===== config.mk =====
export PLATFORM = sky130hd
export DESIGN_NAME = periodic_task_tick_dispatcher_unit
export DESIGN_NICKNAME = d
export VERILOG_FILES = /design/src/sv/ptd_pkg.sv /design/src/sv/periodic_task_tick_dispatcher_unit.sv /design/src/sv/ptd_cell.sv /design/src/sv/ptd_ctrl.sv
export SDC_FILE = /design/constraint.sdc
export NUM_CORES = 1
export LEC_CHECK = 0
export BUFFER_PORTS_ARGS = -buffer_cell sky130_fd_sc_hd__buf_2
export CORE_UTILIZATION = 63
export DETAILED_ROUTE_END_ITERATION = 8
export GPL_TIMING_DRIVEN = 0
export PLACE_DENSITY_LB_ADDON = 0.12
export SYNTH_ARGS = -nofsm -noshare
export SYNTH_HDL_FRONTEND = slang
export SYNTH_SLANG_ARGS = --single-unit
export TNS_END_PERCENT = 1

===== constraint.sdc =====
create_clock -name clk_i -period 3.8 [get_ports clk_i]
set_input_delay 0.76 -clock clk_i [delete_from_list [all_inputs] [get_ports clk_i]]
set_output_delay 0.76 -clock clk_i [all_outputs]
set_load 0.1 [all_outputs]

===== src/sv/ptd_pkg.sv =====
// ============================================================================
// ptd_pkg: shared types and constants for the periodic task tick dispatcher
// Slot count, field widths, stream packing, FSM states and the cell command.
// ============================================================================
package ptd_pkg;

  // Number of task slots (cells in the chain), 1 to 8
  localparam int TASK_SLOTS = 8;

  // Field widths
  localparam int SLOT_W = 3;
  localparam int CD_W   = 16;

  // Stream data widths (fields packed from bit 0, padded to bytes)
  localparam int S_TDATA_W = 40;
  localparam int M_TDATA_W = 8;

  // Input field positions in s_axis_tdata
  localparam int SLOT_LSB    = 0;
  localparam int PRESENT_LSB = SLOT_LSB + SLOT_W;
  localparam int PERIOD_LSB  = PRESENT_LSB + 1;
  localparam int DELAY_LSB   = PERIOD_LSB + CD_W;

  // Operation carried in tuser
  typedef enum logic {
    OP_TICK   = 1'b0,
    OP_CREATE = 1'b1
  } op_e;

  // Controller states
  typedef enum logic {
    ST_IDLE = 1'b0,
    ST_SCAN = 1'b1
  } state_e;

  // Command broadcast from controller to every cell
  typedef struct packed {
    logic tick;  // update countdown, latch fire flag
    logic step;  // token moves one cell along
    logic take;  // cell holding the token clears its fire flag
    logic clr;   // drop the token everywhere at the end of a scan
  } cell_cmd_t;

endpackage


===== src/sv/periodic_task_tick_dispatcher_unit.sv =====
// ============================================================================
// periodic_task_tick_dispatcher_unit: time-triggered task tick dispatcher
// Top level: a chain of task slot cells walked by a token, plus controller.
// ============================================================================
// Usage:
//   Input stream (s_axis): tuser selects the operation, tick or create.
//   A create transaction writes one slot's present flag, period and initial
//   countdown; the next transaction can follow at once.
//   A tick transaction updates every slot in the same cycle and latches which
//   slots fire; a token then walks the cell chain, one cell per cycle unless
//   stalled, and every firing cell places its index in the output register.
//   Output stream (m_axis): tdata carries the fired slot index, tlast marks
//   the final fired slot of the tick. A tick with no firing emits nothing.
//   A tick holds the input not ready while the token walks up to the highest
//   firing slot. If the receiver stalls, the token holds at the firing cell
//   and the input stays not ready until the scan ends.
//   Reset clears every slot (absent, period and countdown zero) at once.
// ============================================================================
module periodic_task_tick_dispatcher_unit (
  input  logic                             clk_i,
  input  logic                             rst_ni,
  // Input stream
  input  logic                             s_axis_tvalid,
  output logic                             s_axis_tready,
  // [2:0] slot, [3] task_present, [19:4] period, [35:20] initial_delay
  input  logic [ptd_pkg::S_TDATA_W-1:0]    s_axis_tdata,
  // [0] operation
  input  logic                             s_axis_tuser,
  // Output stream
  output logic                             m_axis_tvalid,
  input  logic                             m_axis_tready,
  // [2:0] fired_slot
  output logic [ptd_pkg::M_TDATA_W-1:0]    m_axis_tdata,
  output logic                             m_axis_tlast
);
  import ptd_pkg::*;

  cell_cmd_t             cmd;
  logic                  inject;
  logic [TASK_SLOTS-1:0] tok_w;
  logic [TASK_SLOTS-1:0] fire_w;
  logic [TASK_SLOTS-1:0] wr_en;
  logic                  create_acc;
  logic [SLOT_W-1:0]     in_slot;
  logic [SLOT_W-1:0]     out_slot;

  assign in_slot    = s_axis_tdata[SLOT_LSB +: SLOT_W];
  assign create_acc = s_axis_tvalid && s_axis_tready
                      && (op_e'(s_axis_tuser) == OP_CREATE);

  // Slot cells
  for (genvar i = 0; i < TASK_SLOTS; i++) begin : g_cell
    logic tok_in;
    if (i == 0) begin : g_head
      assign tok_in = inject;
    end else begin : g_link
      assign tok_in = tok_w[i-1];
    end

    assign wr_en[i] = create_acc && (32'(in_slot) == 32'(i));

    ptd_cell u_cell (
      .clk_i        (clk_i),
      .rst_ni       (rst_ni),
      .cmd_i        (cmd),
      .wr_en_i      (wr_en[i]),
      .wr_present_i (s_axis_tdata[PRESENT_LSB]),
      .wr_period_i  (s_axis_tdata[PERIOD_LSB +: CD_W]),
      .wr_delay_i   (s_axis_tdata[DELAY_LSB +: CD_W]),
      .tok_i        (tok_in),
      .tok_o        (tok_w[i]),
      .fire_o       (fire_w[i])
    );
  end

  // Scan controller
  ptd_ctrl u_ctrl (
    .clk_i     (clk_i),
    .rst_ni    (rst_ni),
    .s_valid_i (s_axis_tvalid),
    .s_op_i    (s_axis_tuser),
    .s_ready_o (s_axis_tready),
    .tok_i     (tok_w),
    .fire_i    (fire_w),
    .cmd_o     (cmd),
    .inject_o  (inject),
    .m_valid_o (m_axis_tvalid),
    .m_ready_i (m_axis_tready),
    .m_slot_o  (out_slot),
    .m_last_o  (m_axis_tlast)
  );

  assign m_axis_tdata = {{(M_TDATA_W - SLOT_W){1'b0}}, out_slot};

endmodule


===== src/sv/ptd_cell.sv =====
// ============================================================================
// ptd_cell: one task slot of the dispatcher chain
// Holds present flag, period and countdown, latches a fire flag on a tick and
// passes the scan token to its neighbor.
// ============================================================================
module ptd_cell (
  input  logic                   clk_i,
  input  logic                   rst_ni,
  input  ptd_pkg::cell_cmd_t     cmd_i,
  input  logic                   wr_en_i,
  input  logic                   wr_present_i,
  input  logic [ptd_pkg::CD_W-1:0] wr_period_i,
  input  logic [ptd_pkg::CD_W-1:0] wr_delay_i,
  input  logic                   tok_i,
  output logic                   tok_o,
  output logic                   fire_o
);
  import ptd_pkg::*;

  logic            present_q;
  logic [CD_W-1:0] period_q;
  logic [CD_W-1:0] cd_q, cd_d;
  logic            fire_q, fire_d;
  logic            tok_q;
  logic            cd_zero;

  assign cd_zero = (cd_q == '0);

  // Countdown and fire flag update
  always_comb begin
    cd_d   = cd_q;
    fire_d = fire_q;
    if (cmd_i.tick) begin
      fire_d = present_q && cd_zero;
      if (!cd_zero) begin
        cd_d = cd_q - CD_W'(1);
      end else if (present_q) begin
        cd_d = period_q - CD_W'(1);
      end
    end else if (cmd_i.take && tok_q) begin
      fire_d = 1'b0;
    end
    if (wr_en_i) begin
      cd_d = wr_delay_i;
    end
  end

  // Slot state
  always_ff @(posedge clk_i or negedge rst_ni) begin
    if (!rst_ni) begin
      present_q <= 1'b0;
      period_q  <= '0;
      cd_q      <= '0;
      fire_q    <= 1'b0;
      tok_q     <= 1'b0;
    end else begin
      cd_q   <= cd_d;
      fire_q <= fire_d;
      if (wr_en_i) begin
        present_q <= wr_present_i;
        period_q  <= wr_period_i;
      end
      if (cmd_i.clr) begin
        tok_q <= 1'b0;
      end else if (cmd_i.step) begin
        tok_q <= tok_i;
      end
    end
  end

  assign tok_o  = tok_q;
  assign fire_o = fire_q;

endmodule


===== src/sv/ptd_ctrl.sv =====
// ============================================================================
// ptd_ctrl: scan controller and output register
// Accepts transactions, steps the token along the cell chain and emits one
// output transaction per fired slot on the output stream.
// ============================================================================
module ptd_ctrl (
  input  logic                          clk_i,
  input  logic                          rst_ni,
  input  logic                          s_valid_i,
  input  logic                          s_op_i,
  output logic                          s_ready_o,
  input  logic [ptd_pkg::TASK_SLOTS-1:0] tok_i,
  input  logic [ptd_pkg::TASK_SLOTS-1:0] fire_i,
  output ptd_pkg::cell_cmd_t            cmd_o,
  output logic                          inject_o,
  output logic                          m_valid_o,
  input  logic                          m_ready_i,
  output logic [ptd_pkg::SLOT_W-1:0]    m_slot_o,
  output logic                          m_last_o
);
  import ptd_pkg::*;

  state_e                state_q, state_d;
  logic                  out_valid_q;
  logic [SLOT_W-1:0]     out_slot_q;
  logic                  out_last_q;
  logic [TASK_SLOTS-1:0] hit;
  logic                  hit_any;
  logic                  fire_any;
  logic                  can_load;
  logic                  load;
  logic                  last_w;
  logic [31:0]           idx_w;

  assign hit      = tok_i & fire_i;
  assign hit_any  = |hit;
  assign fire_any = |fire_i;
  assign can_load = !out_valid_q || m_ready_i;
  // No other pending fire besides the token's cell: this one is the last
  assign last_w   = ~|(fire_i & ~tok_i);

  // Encode the one-hot hit into a slot index
  always_comb begin
    idx_w = '0;
    for (int i = 0; i < TASK_SLOTS; i++) begin
      if (hit[i]) begin
        idx_w = idx_w | 32'(i);
      end
    end
  end

  // State register
  always_ff @(posedge clk_i or negedge rst_ni) begin
    if (!rst_ni) begin
      state_q <= ST_IDLE;
    end else begin
      state_q <= state_d;
    end
  end

  // Next state and cell commands
  always_comb begin
    state_d   = state_q;
    s_ready_o = 1'b0;
    cmd_o     = '0;
    inject_o  = 1'b0;
    load      = 1'b0;
    case (state_q)
      ST_IDLE: begin
        s_ready_o = 1'b1;
        if (s_valid_i && (op_e'(s_op_i) == OP_TICK)) begin
          cmd_o.tick = 1'b1;
          cmd_o.step = 1'b1;
          inject_o   = 1'b1;
          state_d    = ST_SCAN;
        end
      end
      ST_SCAN: begin
        if (!fire_any) begin
          // Scan done: remove the token so the next tick starts clean
          cmd_o.clr = 1'b1;
          state_d   = ST_IDLE;
        end else if (hit_any) begin
          if (can_load) begin
            load       = 1'b1;
            cmd_o.take = 1'b1;
            cmd_o.step = 1'b1;
          end
        end else begin
          cmd_o.step = 1'b1;
        end
      end
      default: begin
        state_d = ST_IDLE;
      end
    endcase
  end

  // Output register
  always_ff @(posedge clk_i or negedge rst_ni) begin
    if (!rst_ni) begin
      out_valid_q <= 1'b0;
    end else if (load) begin
      out_valid_q <= 1'b1;
    end else if (m_ready_i) begin
      out_valid_q <= 1'b0;
    end
  end

  always_ff @(posedge clk_i) begin
    if (load) begin
      out_slot_q <= idx_w[SLOT_W-1:0];
      out_last_q <= last_w;
    end
  end

  assign m_valid_o = out_valid_q;
  assign m_slot_o  = out_slot_q;
  assign m_last_o  = out_last_q;

endmodule


==> results.json <==
{
  "status": "complete, but fails checks",
  "violations": "DRC",
  "grt_pass1_wl_um": 87570,
  "yosys_warnings": 0,
  "diodes": 0,
  "placed_cell_area_um2": 17390,
  "synth.distinct_cells": 93,
  "drt_first_pass_iters": 9,
  "cts.clk_slew.worst_paths_ps": 60,
  "worst-setup-path-type": "register to register",
  "rsz0062_at_grt": "true",
  "period_share": 0.9744,
  "antenna_found_initial": 0,
  "r2r-end": "g_cell[4].u_cell.cd_q[14]$_DFFE_PN0P_",
  "busiest_layer": "met2",
  "min-delay-path-class": "primary input to asynchronous set/reset pin",
  "synth_cells": 2080,
  "hpwl_um": 38010,
  "globalRouteMet2Util": 0.6152,
  "grt_max_degree": 110,
  "cts_tree": "yes",
  "avgViaCountPerCell": 6.780,
  "met1_usage": 0.5880,
  "multi_input_area_um2": 9104,
  "start_util": 0.6441,
  "postRouteAntennaNets": 0,
  "rows": 59,
  "ys_seq_area_frac": 0.4264,
  "drv_slew": 0,
  "required_ps": 4270,
  "core_um2": 26130,
  "max_freq_mhz": 270.1,
  "maxCapViolCount": 0,
  "cts.path.max_buffers": 3,
  "use_met3": 0.1084,
  "die_area_um2": 27370,
  "drive_gt1_frac": 0.07438,
  "numCtsBuffers": 30,
  "finalSetupViolCount": 0,
  "crit_arrival_ps": 4170,
  "place_inst": 2432,
  "ys_seq_elements": 286,
  "first_global_vias": 15450,
  "drt-initial-drc-count": 2620,
  "mostFrequentLayoutCells": "nand2_1, dfrtp_1, nor2_1, a21oi_1, clkbuf_1",
  "timing.rr.start": "g_cell[4].u_cell.cd_q[2]$_DFFE_PN0P_",
  "post-route-min-period_ps": 3703,
  "critPathMaxFanout": 10,
  "ios": 56,
  "portBuffers": 11,
  "nFillCells": 2083,
  "syn2layout_area_growth_pct": 10.24,
  "cts_root_buffer": "clkbuf_16",
  "power_density_nw_per_um2": 660.1,
  "final_common_cell": "nand2_1",
  "slew_headroom": 0.1485,
  "finClkSkew_ps": 9.429,
  "synth_area_per_cell_um2": 8.092,
  "async_reset_ff_frac": 0.9860,
  "r2r_slack_ps": 100,
  "drc_errors": 6,
  "cts.sinks": 286,
  "crit_path_end_kind": "register",
  "synth_edf_count": 4,
  "gr-total-overflow": 0,
  "cellLeakagePower_nw": 7.850,
  "drt_wl_total_um": 57800,
  "ir_drop_mv": 0.4880,
  "fin_area_um2": 18560,
  "nNetsFinal": 2181,
  "start_kind": "register",
  "die_w_um": 165.5,
  "gp_congestion": 0.9935,
  "synth_flop_cell": "dfrtp_1",
  "final-hold-violation-count": 0,
  "worst_pin_slew_ps": 1268,
  "wl_per_cell_um": 23.25,
  "die-height_um": 165.5,
  "insertion_delay_ps": 560,
  "post-route-util": 0.7100,
  "fin_cells": 2486,
  "synth_area_um2": 16830,
  "via_count": 16850,
  "worstRegToRegCells": 12,
  "track_usage": 0.4222,
  "seq_area_um2": 7178,
  "cts_max_level": 1
}
[synthesized netlist by cell type, types with 9 or more instances]
cell type	count	area, um2
a211o_1	12	105.1
a211oi_1	22	165.2
a21boi_0	10	75.07
a21o_1	20	150.1
a21oi_1	147	735.7
a221o_1	13	130.1
a22oi_1	25	187.7
a31oi_1	22	137.6
and2_1	14	87.58
and3_1	13	81.33
buf_1	9	33.78
clkbuf_1	107	401.6
dfrtp_1	282	7057
inv_1	30	112.6
mux2_2	16	180.2
mux2i_1	20	200.2
nand2_1	511	1918
nand2b_1	19	118.9
nand3_1	32	160.2
nand4_1	10	62.56
nor2_1	177	664.4
nor2b_1	10	62.56
nor3_1	73	365.4
nor4_1	51	319.1
nor4b_1	11	96.34
o211ai_1	22	165.2
o21a_1	14	105.1
o21ai_0	103	515.5
o22ai_1	37	231.5
o31ai_1	16	120.1
or3_1	21	131.4
or4_1	14	105.1
xnor2_1	15	131.4
xor2_1	15	131.4
[what timing repair did]
action,4_1_cts,5_1_grt
gates resized for setup,15,17
setup buffers,0,1
gates cloned,0,0
setup endpoints to repair,25,24
hold buffers,0,0
pin swaps,0,1
[metal layers]
metal,share of wire,vias up
met3,0.13,173
met2,0.43,1059
met5,0,-
met1,0.39,8075
li1,-,7547
met4,0.050,0
[where the power goes]
part	switching, mW	internal, mW	leakage (nW)	total (mW)
Combinational	2.24	1.57	3.76	3.81
Sequential	1.27	3.99	3.56	5.26
Clock	1.26	1.92	0.523	3.18
[worst max-delay path, cell delays in order (launching register included)]
cell	delay [ps]
dfrtp_1	450
nor4_1	530
nand4_1	550
nor2_4	420
clkbuf_2	370
a21oi_1	120
ha_1	260
nor4b_1	170
o31a_1	170
nand4bb_1	170
nor4_1	70
xor2_1	140
o21ai_0	170
[logic make-up (layout without fill, tap and decap cells)]
logic type | after synthesis | in the layout | share of synthesized area
compound gates | 547 | 547 | 0.2148
xor+xnor | 30 | 30 | 0.01561
fa+ha+maj | 8 | 8 | 0.005947
buf+inv | 163 | 230 | 0.03940
flops | 286 | 286 | 0.4264
mux | 36 | 36 | 0.02260
other cells | 1 | 5 | 0.0002228
simple gates | 1009 | 1009 | 0.2750
[registers in the layout (all words and copies together) (netlist names)]
signal	count
g_cell.u_cell.tok_o	8
g_cell.u_cell.cd_q	128
u_ctrl.m_valid_o	1
g_cell.u_cell.present_q	8
g_cell.u_cell.period_q	128
u_ctrl.state_q	1
u_ctrl.m_last_o	1
u_ctrl.m_slot_o	3
g_cell.u_cell.fire_o	8
[layout make-up]
cell class / count / share of cell area
Sequential cell: 286 / 0.3869
Inverter: 30 / 0.006069
Clock inverter: 13 / 0.01059
Buffer: 131 / 0.02967
Multi-Input combinational cell: 1635 / 0.4906
Clock buffer: 42 / 0.04673
Timing Repair Buffer: 14 / 0.006878
Tap cell: 335 / 0.02259
[worst max-delay path by stage]
| stage | startpoint | to | slack, ps | cells past startpoint |
|---|---|---|---|---|
| floorplan | g_cell[6].u_cell.cd_q[1]$_DFFE_PN0P_ | g_cell[6].u_cell.cd_q[10]$_DFFE_PN0P_ | 360 | 15 |
| global placement | rst_ni | g_cell[3].u_cell.cd_q[5]$_DFFE_PN0P_ | -3170 | 1 |
| detailed placement | g_cell[6].u_cell.cd_q[11]$_DFFE_PN0P_ | g_cell[6].u_cell.cd_q[10]$_DFFE_PN0P_ | -490 | 15 |
| CTS | g_cell[6].u_cell.cd_q[1]$_DFFE_PN0P_ | g_cell[6].u_cell.cd_q[10]$_DFFE_PN0P_ | 20 | 14 |
| global route | g_cell[4].u_cell.cd_q[3]$_DFFE_PN0P_ | g_cell[4].u_cell.cd_q[14]$_DFFE_PN0P_ | -80 | 12 |
| finish | g_cell[4].u_cell.cd_q[2]$_DFFE_PN0P_ | g_cell[4].u_cell.cd_q[14]$_DFFE_PN0P_ | 100 | 12 |
[metrics by stage]
stage                     setup TNS, ps  setup slack [ps]  power [mW]  hold slack (ps)
after floorplan                       0             363.1       7.706            438.2
after global placement          -892840             -3172       8.673            464.4
after detailed placement          -5685            -487.5       8.823            463.7
after CTS                             0             16.87       12.01            290.6
after global routing             -107.3            -81.52       12.87            322.6
final                                 0             97.14       12.25            251.5
Power figures use the tool's default switching activity.
